<file path="src/hdl/sha256mh_pkg.sv">
// ============================================================================
// sha256mh_pkg
// Shared types, constants and round functions of the SHA-256 message hasher.
// ============================================================================
package sha256mh_pkg;

    localparam int WORD_W    = 32;
    localparam int LEN_W     = 64;
    localparam int NUM_ROUND = 64;
    localparam int BLK_WORDS = 16;
    localparam int NUM_CHAIN = 8;

    localparam logic [WORD_W-1:0] PAD_WORD = 32'h8000_0000;
    localparam logic [3:0]        LEN_SLOT = 4'd14;

    // One word request toward the compression side.
    typedef struct packed {
        logic [WORD_W-1:0] word;
        logic              msg_end;
    } word_cmd_t;

    typedef enum logic [2:0] {
        F_IDLE,
        F_PAD80,
        F_ZEROS,
        F_LEN_HI,
        F_LEN_LO
    } front_state_t;

    typedef enum logic [1:0] {
        B_COLLECT,
        B_ROUNDS,
        B_UPDATE,
        B_OUTPUT
    } back_state_t;

    function automatic logic [WORD_W-1:0] rotr(input logic [WORD_W-1:0] x, input int n);
        rotr = (x >> n) | (x << (WORD_W - n));
    endfunction

    function automatic logic [WORD_W-1:0] big_sigma0(input logic [WORD_W-1:0] x);
        big_sigma0 = rotr(x, 2) ^ rotr(x, 13) ^ rotr(x, 22);
    endfunction

    function automatic logic [WORD_W-1:0] big_sigma1(input logic [WORD_W-1:0] x);
        big_sigma1 = rotr(x, 6) ^ rotr(x, 11) ^ rotr(x, 25);
    endfunction

    function automatic logic [WORD_W-1:0] small_sigma0(input logic [WORD_W-1:0] x);
        small_sigma0 = rotr(x, 7) ^ rotr(x, 18) ^ (x >> 3);
    endfunction

    function automatic logic [WORD_W-1:0] small_sigma1(input logic [WORD_W-1:0] x);
        small_sigma1 = rotr(x, 17) ^ rotr(x, 19) ^ (x >> 10);
    endfunction

    function automatic logic [WORD_W-1:0] init_hash(input logic [2:0] idx);
        logic [WORD_W-1:0] v;
        case (idx)
            3'd0:    v = 32'h6a09e667;
            3'd1:    v = 32'hbb67ae85;
            3'd2:    v = 32'h3c6ef372;
            3'd3:    v = 32'ha54ff53a;
            3'd4:    v = 32'h510e527f;
            3'd5:    v = 32'h9b05688c;
            3'd6:    v = 32'h1f83d9ab;
            default: v = 32'h5be0cd19;
        endcase
        init_hash = v;
    endfunction

    function automatic logic [WORD_W-1:0] round_k(input logic [5:0] r);
        logic [WORD_W-1:0] k;
        case (r)
            6'd0:  k = 32'h428a2f98;  6'd1:  k = 32'h71374491;
            6'd2:  k = 32'hb5c0fbcf;  6'd3:  k = 32'he9b5dba5;
            6'd4:  k = 32'h3956c25b;  6'd5:  k = 32'h59f111f1;
            6'd6:  k = 32'h923f82a4;  6'd7:  k = 32'hab1c5ed5;
            6'd8:  k = 32'hd807aa98;  6'd9:  k = 32'h12835b01;
            6'd10: k = 32'h243185be;  6'd11: k = 32'h550c7dc3;
            6'd12: k = 32'h72be5d74;  6'd13: k = 32'h80deb1fe;
            6'd14: k = 32'h9bdc06a7;  6'd15: k = 32'hc19bf174;
            6'd16: k = 32'he49b69c1;  6'd17: k = 32'hefbe4786;
            6'd18: k = 32'h0fc19dc6;  6'd19: k = 32'h240ca1cc;
            6'd20: k = 32'h2de92c6f;  6'd21: k = 32'h4a7484aa;
            6'd22: k = 32'h5cb0a9dc;  6'd23: k = 32'h76f988da;
            6'd24: k = 32'h983e5152;  6'd25: k = 32'ha831c66d;
            6'd26: k = 32'hb00327c8;  6'd27: k = 32'hbf597fc7;
            6'd28: k = 32'hc6e00bf3;  6'd29: k = 32'hd5a79147;
            6'd30: k = 32'h06ca6351;  6'd31: k = 32'h14292967;
            6'd32: k = 32'h27b70a85;  6'd33: k = 32'h2e1b2138;
            6'd34: k = 32'h4d2c6dfc;  6'd35: k = 32'h53380d13;
            6'd36: k = 32'h650a7354;  6'd37: k = 32'h766a0abb;
            6'd38: k = 32'h81c2c92e;  6'd39: k = 32'h92722c85;
            6'd40: k = 32'ha2bfe8a1;  6'd41: k = 32'ha81a664b;
            6'd42: k = 32'hc24b8b70;  6'd43: k = 32'hc76c51a3;
            6'd44: k = 32'hd192e819;  6'd45: k = 32'hd6990624;
            6'd46: k = 32'hf40e3585;  6'd47: k = 32'h106aa070;
            6'd48: k = 32'h19a4c116;  6'd49: k = 32'h1e376c08;
            6'd50: k = 32'h2748774c;  6'd51: k = 32'h34b0bcb5;
            6'd52: k = 32'h391c0cb3;  6'd53: k = 32'h4ed8aa4a;
            6'd54: k = 32'h5b9cca4f;  6'd55: k = 32'h682e6ff3;
            6'd56: k = 32'h748f82ee;  6'd57: k = 32'h78a5636f;
            6'd58: k = 32'h84c87814;  6'd59: k = 32'h8cc70208;
            6'd60: k = 32'h90befffa;  6'd61: k = 32'ha4506ceb;
            6'd62: k = 32'hbef9a3f7;  default: k = 32'hc67178f2;
        endcase
        round_k = k;
    endfunction

endpackage

</file>
<file path="src/hdl/sha256_message_hasher.sv">
// Sequence: once the compression side takes the length word, it runs the 64
//   rounds, one per cycle, and one fold before the first digest word is valid.
// Blocks: each 64-byte block is gathered as 16 words and then compressed by
//   the single shared round unit, which takes no new word until it has folded
//   the block; each message then streams out its eight digest words.
// Reset: rst_n (async, active low) restores the initial hash values, clears
//   the bit count, word count, queue and all handshake state.
// ============================================================================
// sha256_message_hasher
// SHA-256 digest of one message received as big-endian 32-bit words, with
// eight digest words returned per message.
// ============================================================================
module sha256_message_hasher (
    input  logic        clk,
    input  logic        rst_n,
    // Input request channel
    input  logic        in_valid,
    output logic        in_ready,
    input  logic [31:0] message_word,
    input  logic [2:0]  valid_bytes,
    input  logic        final_word,
    // Digest channel
    output logic        out_valid,
    input  logic        out_ready,
    output logic [31:0] digest_word,
    output logic [2:0]  digest_index,
    output logic        digest_last
);

    // Word requests leave the front (message words plus generated padding)
    // and wait in the queue while the back is busy with its rounds.
    sha256mh_pkg::word_cmd_t front_cmd, back_cmd;
    logic                    front_valid, front_ready;
    logic                    back_valid, back_ready;

    // Front: count bits, mask the final word, generate padding and length.
    sha256mh_front u_front (
        .clk          (clk),
        .rst_n        (rst_n),
        .in_valid     (in_valid),
        .in_ready     (in_ready),
        .message_word (message_word),
        .valid_bytes  (valid_bytes),
        .final_word   (final_word),
        .cmd_valid    (front_valid),
        .cmd_ready    (front_ready),
        .cmd          (front_cmd)
    );

    // Queue: decouple the front from the compression loop.
    sha256mh_queue u_queue (
        .clk      (clk),
        .rst_n    (rst_n),
        .wr_valid (front_valid),
        .wr_ready (front_ready),
        .wr_cmd   (front_cmd),
        .rd_valid (back_valid),
        .rd_ready (back_ready),
        .rd_cmd   (back_cmd)
    );

    // Back: gather blocks, compress, and hold each digest word until taken.
    sha256mh_back u_back (
        .clk          (clk),
        .rst_n        (rst_n),
        .cmd_valid    (back_valid),
        .cmd_ready    (back_ready),
        .cmd          (back_cmd),
        .out_valid    (out_valid),
        .out_ready    (out_ready),
        .digest_word  (digest_word),
        .digest_index (digest_index),
        .digest_last  (digest_last)
    );

endmodule

</file>
<file path="src/hdl/sha256mh_front.sv">
// ============================================================================
// sha256mh_front
// Accepts message words, counts message bits and expands the final word into
// the padded word stream (0x80 marker, zero fill, 64-bit length).
// ============================================================================
module sha256mh_front (
    input  logic                          clk,
    input  logic                          rst_n,
    input  logic                          in_valid,
    output logic                          in_ready,
    input  logic [31:0]                   message_word,
    input  logic [2:0]                    valid_bytes,
    input  logic                          final_word,
    output logic                          cmd_valid,
    input  logic                          cmd_ready,
    output sha256mh_pkg::word_cmd_t       cmd
);

    sha256mh_pkg::front_state_t state_reg, state_next;
    logic [sha256mh_pkg::LEN_W-1:0] len_reg, len_next;
    logic [3:0]                     fill_reg, fill_next;
    logic [2:0]                     nvalid;
    logic [31:0]                    keep_mask;
    logic [31:0]                    pad_bit;

    // Saturate byte count to one full word.
    always_comb
    begin
        nvalid = (valid_bytes > 3'd4) ? 3'd4 : valid_bytes;
        case (nvalid)
            3'd1:    begin keep_mask = 32'hff00_0000; pad_bit = 32'h0080_0000; end
            3'd2:    begin keep_mask = 32'hffff_0000; pad_bit = 32'h0000_8000; end
            3'd3:    begin keep_mask = 32'hffff_ff00; pad_bit = 32'h0000_0080; end
            default: begin keep_mask = 32'h0000_0000; pad_bit = 32'h8000_0000; end
        endcase
    end

    assign in_ready = (state_reg == sha256mh_pkg::F_IDLE) && cmd_ready;

    always_comb
    begin
        state_next  = state_reg;
        len_next    = len_reg;
        cmd_valid   = 1'b0;
        cmd.word    = '0;
        cmd.msg_end = 1'b0;
        unique case (state_reg)
            sha256mh_pkg::F_IDLE:
            begin
                cmd_valid = in_valid;
                if (!final_word)
                begin
                    cmd.word = message_word;
                    if (in_valid && cmd_ready)
                        len_next = len_reg + 64'd32;
                end
                else if (nvalid == 3'd4)
                begin
                    cmd.word = message_word;
                    if (in_valid && cmd_ready)
                    begin
                        len_next   = len_reg + 64'd32;
                        state_next = sha256mh_pkg::F_PAD80;
                    end
                end
                else
                begin
                    cmd.word = (message_word & keep_mask) | pad_bit;
                    if (in_valid && cmd_ready)
                    begin
                        len_next   = len_reg + {58'd0, nvalid, 3'd0};
                        state_next = sha256mh_pkg::F_ZEROS;
                    end
                end
            end
            sha256mh_pkg::F_PAD80:
            begin
                cmd_valid = 1'b1;
                cmd.word  = sha256mh_pkg::PAD_WORD;
                if (cmd_ready)
                    state_next = sha256mh_pkg::F_ZEROS;
            end
            sha256mh_pkg::F_ZEROS:
            begin
                // Zero fill up to the length slot.
                if (fill_reg == sha256mh_pkg::LEN_SLOT)
                    state_next = sha256mh_pkg::F_LEN_HI;
                else
                    cmd_valid = 1'b1;
            end
            sha256mh_pkg::F_LEN_HI:
            begin
                cmd_valid = 1'b1;
                cmd.word  = len_reg[63:32];
                if (cmd_ready)
                    state_next = sha256mh_pkg::F_LEN_LO;
            end
            sha256mh_pkg::F_LEN_LO:
            begin
                cmd_valid   = 1'b1;
                cmd.word    = len_reg[31:0];
                cmd.msg_end = 1'b1;
                if (cmd_ready)
                begin
                    len_next   = '0;
                    state_next = sha256mh_pkg::F_IDLE;
                end
            end
            default:
            begin
                state_next = sha256mh_pkg::F_IDLE;
            end
        endcase
        fill_next = (cmd_valid && cmd_ready) ? fill_reg + 4'd1 : fill_reg;
    end

    always_ff @(posedge clk or negedge rst_n)
    begin
        if (!rst_n)
        begin
            state_reg <= sha256mh_pkg::F_IDLE;
            len_reg   <= '0;
            fill_reg  <= '0;
        end
        else
        begin
            state_reg <= state_next;
            len_reg   <= len_next;
            fill_reg  <= fill_next;
        end
    end

endmodule

</file>
<file path="src/hdl/sha256mh_queue.sv">
// ============================================================================
// sha256mh_queue
// Two-entry word request queue between the front and the compression side.
// ============================================================================
module sha256mh_queue (
    input  logic                    clk,
    input  logic                    rst_n,
    input  logic                    wr_valid,
    output logic                    wr_ready,
    input  sha256mh_pkg::word_cmd_t wr_cmd,
    output logic                    rd_valid,
    input  logic                    rd_ready,
    output sha256mh_pkg::word_cmd_t rd_cmd
);

    sha256mh_pkg::word_cmd_t slot_reg [2];
    logic                    wr_ptr_reg, rd_ptr_reg;
    logic [1:0]              count_reg;
    logic                    push, pop;

    assign wr_ready = (count_reg != 2'd2);
    assign rd_valid = (count_reg != 2'd0);
    assign rd_cmd   = slot_reg[rd_ptr_reg];
    assign push     = wr_valid && wr_ready;
    assign pop      = rd_valid && rd_ready;

    always_ff @(posedge clk or negedge rst_n)
    begin
        if (!rst_n)
        begin
            wr_ptr_reg <= 1'b0;
            rd_ptr_reg <= 1'b0;
            count_reg  <= 2'd0;
        end
        else
        begin
            if (push)
                wr_ptr_reg <= ~wr_ptr_reg;
            if (pop)
                rd_ptr_reg <= ~rd_ptr_reg;
            if (push && !pop)
                count_reg <= count_reg + 2'd1;
            else if (pop && !push)
                count_reg <= count_reg - 2'd1;
        end
    end

    always_ff @(posedge clk)
    begin
        if (push)
            slot_reg[wr_ptr_reg] <= wr_cmd;
    end

endmodule

</file>
<file path="src/hdl/sha256mh_back.sv">
// ============================================================================
// sha256mh_back
// Gathers 16 words into the schedule window, runs 64 rounds one per cycle,
// folds the result into the chain and streams out the digest.
// ============================================================================
module sha256mh_back (
    input  logic                          clk,
    input  logic                          rst_n,
    input  logic                          cmd_valid,
    output logic                          cmd_ready,
    input  sha256mh_pkg::word_cmd_t       cmd,
    output logic                          out_valid,
    input  logic                          out_ready,
    output logic [31:0]                   digest_word,
    output logic [2:0]                    digest_index,
    output logic                          digest_last
);

    sha256mh_pkg::back_state_t state_reg, state_next;
    logic [31:0] w_reg     [16];
    logic [31:0] w_next    [16];
    logic [31:0] var_reg   [8];
    logic [31:0] var_next  [8];
    logic [31:0] chain_reg [8];
    logic [31:0] chain_next[8];
    logic [3:0]  count_reg, count_next;
    logic [5:0]  round_reg, round_next;
    logic [2:0]  idx_reg, idx_next;
    logic        end_reg, end_next;
    logic [31:0] t1, t2, sched_new, ch, maj;

    always_comb
    begin
        ch  = (var_reg[4] & var_reg[5]) ^ (~var_reg[4] & var_reg[6]);
        maj = (var_reg[0] & var_reg[1]) ^ (var_reg[0] & var_reg[2])
            ^ (var_reg[1] & var_reg[2]);
        t1  = var_reg[7] + sha256mh_pkg::big_sigma1(var_reg[4]) + ch
            + sha256mh_pkg::round_k(round_reg) + w_reg[0];
        t2  = sha256mh_pkg::big_sigma0(var_reg[0]) + maj;
        sched_new = sha256mh_pkg::small_sigma1(w_reg[14]) + w_reg[9]
                  + sha256mh_pkg::small_sigma0(w_reg[1]) + w_reg[0];
    end

    assign out_valid    = (state_reg == sha256mh_pkg::B_OUTPUT);
    assign digest_word  = chain_reg[idx_reg];
    assign digest_index = idx_reg;
    assign digest_last  = (idx_reg == 3'd7);

    always_comb
    begin
        state_next = state_reg;
        count_next = count_reg;
        round_next = round_reg;
        idx_next   = idx_reg;
        end_next   = end_reg;
        cmd_ready  = 1'b0;
        for (int i = 0; i < 16; i++)
            w_next[i] = w_reg[i];
        for (int i = 0; i < 8; i++)
        begin
            var_next[i]   = var_reg[i];
            chain_next[i] = chain_reg[i];
        end
        unique case (state_reg)
            sha256mh_pkg::B_COLLECT:
            begin
                cmd_ready = 1'b1;
                if (cmd_valid)
                begin
                    for (int i = 0; i < 15; i++)
                        w_next[i] = w_reg[i+1];
                    w_next[15] = cmd.word;
                    count_next = count_reg + 4'd1;
                    if (count_reg == 4'd15)
                    begin
                        end_next   = cmd.msg_end;
                        round_next = '0;
                        for (int i = 0; i < 8; i++)
                            var_next[i] = chain_reg[i];
                        state_next = sha256mh_pkg::B_ROUNDS;
                    end
                end
            end
            sha256mh_pkg::B_ROUNDS:
            begin
                // Advance the schedule window and the working variables.
                for (int i = 0; i < 15; i++)
                    w_next[i] = w_reg[i+1];
                w_next[15]  = sched_new;
                var_next[7] = var_reg[6];
                var_next[6] = var_reg[5];
                var_next[5] = var_reg[4];
                var_next[4] = var_reg[3] + t1;
                var_next[3] = var_reg[2];
                var_next[2] = var_reg[1];
                var_next[1] = var_reg[0];
                var_next[0] = t1 + t2;
                round_next  = round_reg + 6'd1;
                if (round_reg == 6'(sha256mh_pkg::NUM_ROUND - 1))
                    state_next = sha256mh_pkg::B_UPDATE;
            end
            sha256mh_pkg::B_UPDATE:
            begin
                for (int i = 0; i < 8; i++)
                    chain_next[i] = chain_reg[i] + var_reg[i];
                idx_next   = '0;
                state_next = end_reg ? sha256mh_pkg::B_OUTPUT : sha256mh_pkg::B_COLLECT;
            end
            sha256mh_pkg::B_OUTPUT:
            begin
                if (out_ready)
                begin
                    idx_next = idx_reg + 3'd1;
                    if (idx_reg == 3'd7)
                    begin
                        for (int i = 0; i < 8; i++)
                            chain_next[i] = sha256mh_pkg::init_hash(3'(i));
                        state_next = sha256mh_pkg::B_COLLECT;
                    end
                end
            end
            default:
            begin
                state_next = sha256mh_pkg::B_COLLECT;
            end
        endcase
    end

    always_ff @(posedge clk or negedge rst_n)
    begin
        if (!rst_n)
        begin
            state_reg <= sha256mh_pkg::B_COLLECT;
            count_reg <= '0;
            round_reg <= '0;
            idx_reg   <= '0;
            end_reg   <= 1'b0;
            for (int i = 0; i < 8; i++)
                chain_reg[i] <= sha256mh_pkg::init_hash(3'(i));
        end
        else
        begin
            state_reg <= state_next;
            count_reg <= count_next;
            round_reg <= round_next;
            idx_reg   <= idx_next;
            end_reg   <= end_next;
            for (int i = 0; i < 8; i++)
                chain_reg[i] <= chain_next[i];
        end
    end

    always_ff @(posedge clk)
    begin
        for (int i = 0; i < 16; i++)
            w_reg[i] <= w_next[i];
        for (int i = 0; i < 8; i++)
            var_reg[i] <= var_next[i];
    end

endmodule

</file>
<file path="config.mk">
export PLATFORM = sky130hd
export DESIGN_NAME = sha256_message_hasher
export DESIGN_NICKNAME = d
export VERILOG_FILES = /design/src/hdl/sha256mh_pkg.sv /design/src/hdl/sha256_message_hasher.sv /design/src/hdl/sha256mh_front.sv /design/src/hdl/sha256mh_queue.sv /design/src/hdl/sha256mh_back.sv
export SDC_FILE = /design/constraint.sdc
export NUM_CORES = 2
export LEC_CHECK = 0
export BUFFER_PORTS_ARGS = -buffer_cell sky130_fd_sc_hd__clkbuf_2
export CAP_MARGIN = 20
export CORE_ASPECT_RATIO = 1.4
export CORE_MARGIN = 2
export CORE_UTILIZATION = 36
export CTS_CLUSTER_SIZE = 10
export DETAILED_ROUTE_END_ITERATION = 7
export GPL_ROUTABILITY_DRIVEN = 0
export PLACE_DENSITY = 0.62
export SYNTH_ARGS = -nofsm -noshare
export SYNTH_HDL_FRONTEND = slang
export SYNTH_SLANG_ARGS = --single-unit
</file>
<file path="constraint.sdc">
create_clock -name clk -period 13.1 [get_ports clk]
set_input_delay 0.655 -clock clk [delete_from_list [all_inputs] [get_ports clk]]
set_output_delay 0.655 -clock clk [all_outputs]
set_load 0.02 [all_outputs]
</file>
After elaboration in Yosys (flattened, before gate mapping)
Memories as Yosys holds them, arrays and structs flattened.
Cells that the tools add are included.
W data, S select, Z words.
{ "word_totals": {"reg_bits": 347, "ram_bits": 834, "romBits": 2048, "output_inout_bits": 38, "mem_count": 4} }
{ "memory_table": {"columns": ["memory", "depth", "width", "read_ports", "rd_clocked_by_memory_dff", "wr", "line", "rtl"], "rows": [
  ["(no name shown)", 64, 32, 1, 0, 0, "sha256mh_pkg.sv:74", "case (r)"],
  ["u_back.w_reg", 16, 32, 16, 0, 16, "sha256mh_back.sv:20", "logic [31:0] w_reg [16];"],
  ["u_back.var_reg", 8, 32, 8, 0, 8, "sha256mh_back.sv:22", "logic [31:0] var_reg [8];"],
  ["u_queue.slot_reg", 2, 33, 1, 0, 1, "sha256mh_queue.sv:16", "sha256mh_pkg::word_cmd_t slot_reg [2];"]
]} }
{ "op_classes": {"addsub": 26, "n_lt_le_gt_ge": 2, "eq_ne": 28, "mux": 52, "n_bitwise": 32, "reduce_logical": 24} }
{ "ops": {"columns": ["operator", "count"], "rows": [
  ["$mux W256", 4],
  ["$pmux W256 S2", 2],
  ["$pmux W512 S2", 1],
  ["$add A32 B32 Y32", 18],
  ["$mux W512", 1],
  ["$mux W64", 5],
  ["$xor A32 B32 Y32", 9],
  ["$and A32 B32 Y32", 6],
  ["$pmux W32 S3", 2],
  ["$mux W32", 4],
  ["$pmux W32 S4", 1],
  ["$pmux W64 S2", 1],
  ["$bmux W32 S3", 1],
  ["$add A64 B6 Y64", 1],
  ["$add A64 B6 Y64 const B", 1],
  ["$not A32 Y32", 1],
  ["$or A10 B32 Y32", 1],
  ["$or A13 B32 Y32", 1],
  ["$or A14 B32 Y32", 1],
  ["$or A15 B32 Y32", 1],
  ["$or A19 B32 Y32", 1],
  ["$or A21 B32 Y32", 1],
  ["$or A25 B32 Y32", 1],
  ["$or A26 B32 Y32", 1],
  ["43 further kinds", 98]
]} }

Longest topological paths before layout
{ "depth": {"word_depth": 9, "mapped_depth": 40, "mapped_depth_nobuf": 38} }

Modules after synthesis
Synthesis repeated with hierarchy kept, for this count alone.
{ "unflattened": {"cells_unflattened": 6953, "hier_area_um2": 73626.9} }
{ "modules_own_cells": {"columns": ["mod", "instances", "cells_per_inst", "area_per_inst_um2"], "rows": [
  ["sha256mh_back", 1, 6103, 65338.9],
  ["sha256mh_front", 1, 729, 5560.3],
  ["sha256mh_queue", 1, 121, 2727.6]
]} }

Worst setup path after synthesis
No wires, ideal clock.
{ "synth_path": {"kind": "register to register", "startpoint": "reg u_back.state_reg[1] (netlist name)", "endpoint": "mem u_back.w_reg[0][0] (enable)", "setup_time_ns": 3.695, "t_arrival_ns": 9.596, "required_ns": 9.405, "path_slack_ns": -0.191, "stages_incl_launch_ff": 6, "path_buffers": 3, "cell_sequence": "dfrtp_1 > nand2b_1 > clkbuf_1 > clkbuf_1 > clkbuf_1 > nand2_1"} }
{ "synth_rtl": {"columns": ["item", "line"], "rows": [
  ["end: declaration", "sha256mh_back.sv:20"]
]} }

==> results by group <==
Critical path
  • R2R Setup Slk: 2300 ps
  • Setup CP Type: reg -> reg
  • Crit-path max cell delay: 770 ps
  • Reg2reg start: u_back.round_reg[0]
  • Crit path launch type: flip-flop
  • Crit end category: flip-flop
  • Crit-path slowest cell: dfrtp_1
  • Critical Path RT: 13,580 ps
  • CP max FO: 21
  • Arr. time, crit path: 11,270 ps
  • Reg2reg path depth: 34
  • Reg2reg end: u_back.var_reg[0][30]

Routing
  • M1 WL: 87,300 um
  • Metal3 WL: 14,700 um
  • Met2 wire length: 105,000 um
  • Vias/cell: 5.65
  • ANT nets after route: 0
  • DRC viols: 16
  • Top layer in use: met5
  • Routed len/inst: 23.2 um
  • First-pass iteration count of the detailed router: 8
  • DRT iter0 DRCs: 5,519
  • Routed WL: 223,000 um
  • Via count: 54,300

Layout
  • Largest register FFs: 512
  • Filler cells: 19,100
  • Layout area overhead: 10.0%
  • Final Non-Filler Cells: 9,621
  • Layout cell share with drive strength beyond 1: 8.75%
  • Final net count: 7,532

Status
  • Outcome: finished, violations left
  • Failing checks: design-rule violations

STA
  • Least-Margin Pin Slew: 1210 ps
  • Sum Neg Setup Slack: 0 ps
  • Hold Violations, Final: 0
  • Fin Clk Skew: 69.1 ps
  • Final setup fails: 0
  • Rel. slew slack: 17.1%
  • Maximum clock frequency: 92.6 MHz
  • RSZ-0062 raised after global routing: false
  • Tcrit/Tclk final: 82.4%
  • Final Slew Violations: 0
  • Post-route minimum period: 10,800 ps
  • Hold WS: 217 ps

Place
  • I/O Buffers: 77
  • Hpwl dp: 164,000 um
  • Placed insts: 9,389

Synthesis
  • Syn nets: 7,543
  • Ys async rst share: 29.2%
  • Seq/Total Area, Yosys: 46.7%
  • Synth top area cells: edfxtp_1 35%, dfrtp_1 7.2%, ha_1 7.0%
  • Post-Syn Area: 0.0724 mm2
  • Yosys reg bits: 1,178
  • YS warnings: 0
  • Synthesized instance count: 6,904
  • Synth top area share: 34.6%
  • Post-synth EDFFs: 834
  • Netlist cell types: 91
  • Top cell type by total area after synthesis: edfxtp_1
  • Top_reg_cell synth: edfxtp_1
  • Syn_area_per_cell: 10.5 um2

CTS
  • CTS H-Tree Depth: 4
  • Clk_lat worst skew: 790 ps
  • CTS resizes: 0
  • Hold-fix buffers, CTS: 1
  • Post-CTS setup buffer count: 0
  • Clk root buf: clkbuf_16
  • TritonCTS Buffers: 145
  • CTS max path bufs: 4
  • Number of clock sinks: 1,178
  • TritonCTS clock tree: done
  • Clock transition at path regs: 60 ps

GRT
  • First-pass GRT wire length: 335,000 um
  • Pin count of the biggest net entering global routing: 125
  • Number of global-route vias before repair: 53,700
  • Grt ovf: 0
  • Initial antenna violation count: 3
  • GRT Util Overall: 21.4%

Floorplanning
  • Initial core utilization: 36.2%
  • I/O pin count: 78
  • Row Count: 194
  • Core footprint: 0.200 mm2
  • DIE AREA: 0.205 mm2
  • Chip Width: 383 um
  • DIE HEIGHT: 534 um

Run
  • Max-cap viol count: 0

Hold path
  • Hold Path Depth: 3
  • Worst min-delay path endpoint: u_queue.slot_reg[1][14]
  • Hold path startpoint: message_word[13]
  • Min-delay worst type: in -> reg
[cells in the mapped netlist, drive strengths merged, types with 13 or more instances]
| master | number |
|---|---|
| dfrtp | 208 |
| mux4 | 70 |
| ha | 403 |
| o22a | 13 |
| o31ai | 41 |
| nand2 | 1144 |
| a222oi | 25 |
| o21bai | 46 |
| a31oi | 55 |
| or3 | 33 |
| and3 | 32 |
| inv | 312 |
| fa | 196 |
| a21boi | 19 |
| o21ai | 482 |
| edfxtp | 834 |
| o211ai | 35 |
| nand3 | 98 |
| xor2 | 220 |
| a211oi | 46 |
| maj3 | 22 |
| nand4 | 48 |
| a31o | 14 |
| a211o | 14 |
| mux2i | 35 |
| o21a | 73 |
| nand2b | 57 |
| clkbuf | 265 |
| nor3 | 99 |
| or2 | 19 |
| xnor2 | 393 |
| and2 | 20 |
| nor2b | 56 |
| a21o | 164 |
| dfstp | 136 |
| mux2 | 34 |
| nor4 | 15 |
| nor2 | 408 |
| a21oi | 475 |
| buf | 39 |
| a22o | 18 |
| a311oi | 14 |
[metrics by stage]
| step | util, % | cell area [um2] | worst slack (ps) |
|---|---|---|---|
| 3_3_place_gp | 37.8 | 75500 | 2840 |
| 6_report | 39.9 | 79600 | 2300 |
| 5_1_grt | 39.9 | 79600 | 1920 |
| 4_1_cts | 39.8 | 79600 | 2620 |
| 2_1_floorplan | - | 72400 | 4360 |
| 3_5_place_dp | 37.8 | 75500 | 2630 |
[final cells by class]
type | count | area [um2] | area share [%]
tap | 2646 | 3310 | 4.16
clock buffer | 220 | 3960 | 4.98
sequential | 1178 | 33800 | 42.5
inverter | 317 | 1200 | 1.50
antenna | 2 | 5.00 | 0.00629
multi-input combinational | 5105 | 36300 | 45.6
timing repair buffer | 146 | 948 | 1.19
clock inverter | 7 | 86.3 | 0.108
[cell families (layout without fill, tap and decap cells)]
| group | after synthesis | count (layout) | share of synthesized area (%) |
|---|---|---|---|
| mux | 139 | 139 | 3.19 |
| flops | 1178 | 1178 | 46.7 |
| buf+inv | 621 | 690 | 3.23 |
| xor+xnor | 613 | 613 | 7.42 |
| fa+ha+maj | 621 | 621 | 12.7 |
| other cells | 0 | 2 | 0 |
| simple gates | 2068 | 2068 | 12.3 |
| compound gates | 1664 | 1664 | 14.5 |
[layer usage]
metal / up-vias / GRT usage, %
li1: 24600 / -
met1: 26600 / 26.7
met2: 2434 / 35.5
met3: 624 / 2.47
met4: 2 / 12.8
met5: - / 0
[layout by cell type, fill, tap and decap left out, drive strengths merged, types with 208 or more instances in the layout]
cell    Yosys  final
clkbuf    265    297
dfrtp     208    208
a21oi     475    475
ha        403    403
edfxtp    834    834
nand2    1144   1144
nor2      408    408
inv       312    316
o21ai     482    482
xor2      220    220
xnor2     393    393
[worst max-delay path, delay by kind of cell (launching register included)]
kind | cells | cell delay [ps]
simple gates | 8 | 1880
mux | 2 | 750
buf+inv | 3 | 750
xor+xnor | 1 | 470
fa+ha+maj | 8 | 3560
flops | 1 | 770
compound gates | 12 | 2310
[how the worst max path moves through the flow]
stage / startpoint / end / slack, ps / cells after the start
final: u_back.round_reg[0] / u_back.var_reg[0][30] / 2300 / 34
after global routing: u_back.round_reg[0] / u_back.var_reg[1][30] / 1920 / 36
after CTS: u_back.round_reg[0] / u_back.var_reg[0][30] / 2620 / 34
after detailed placement: u_back.round_reg[0] / u_back.var_reg[0][30] / 2630 / 34
after global placement: u_back.round_reg[0] / u_back.var_reg[0][30] / 2840 / 34
after floorplan: u_back.round_reg[0] / u_back.var_reg[0][30] / 4360 / 36
Power is not shown: default switching activity piles up to over one toggle a cycle in this logic, so the estimate is an artifact.
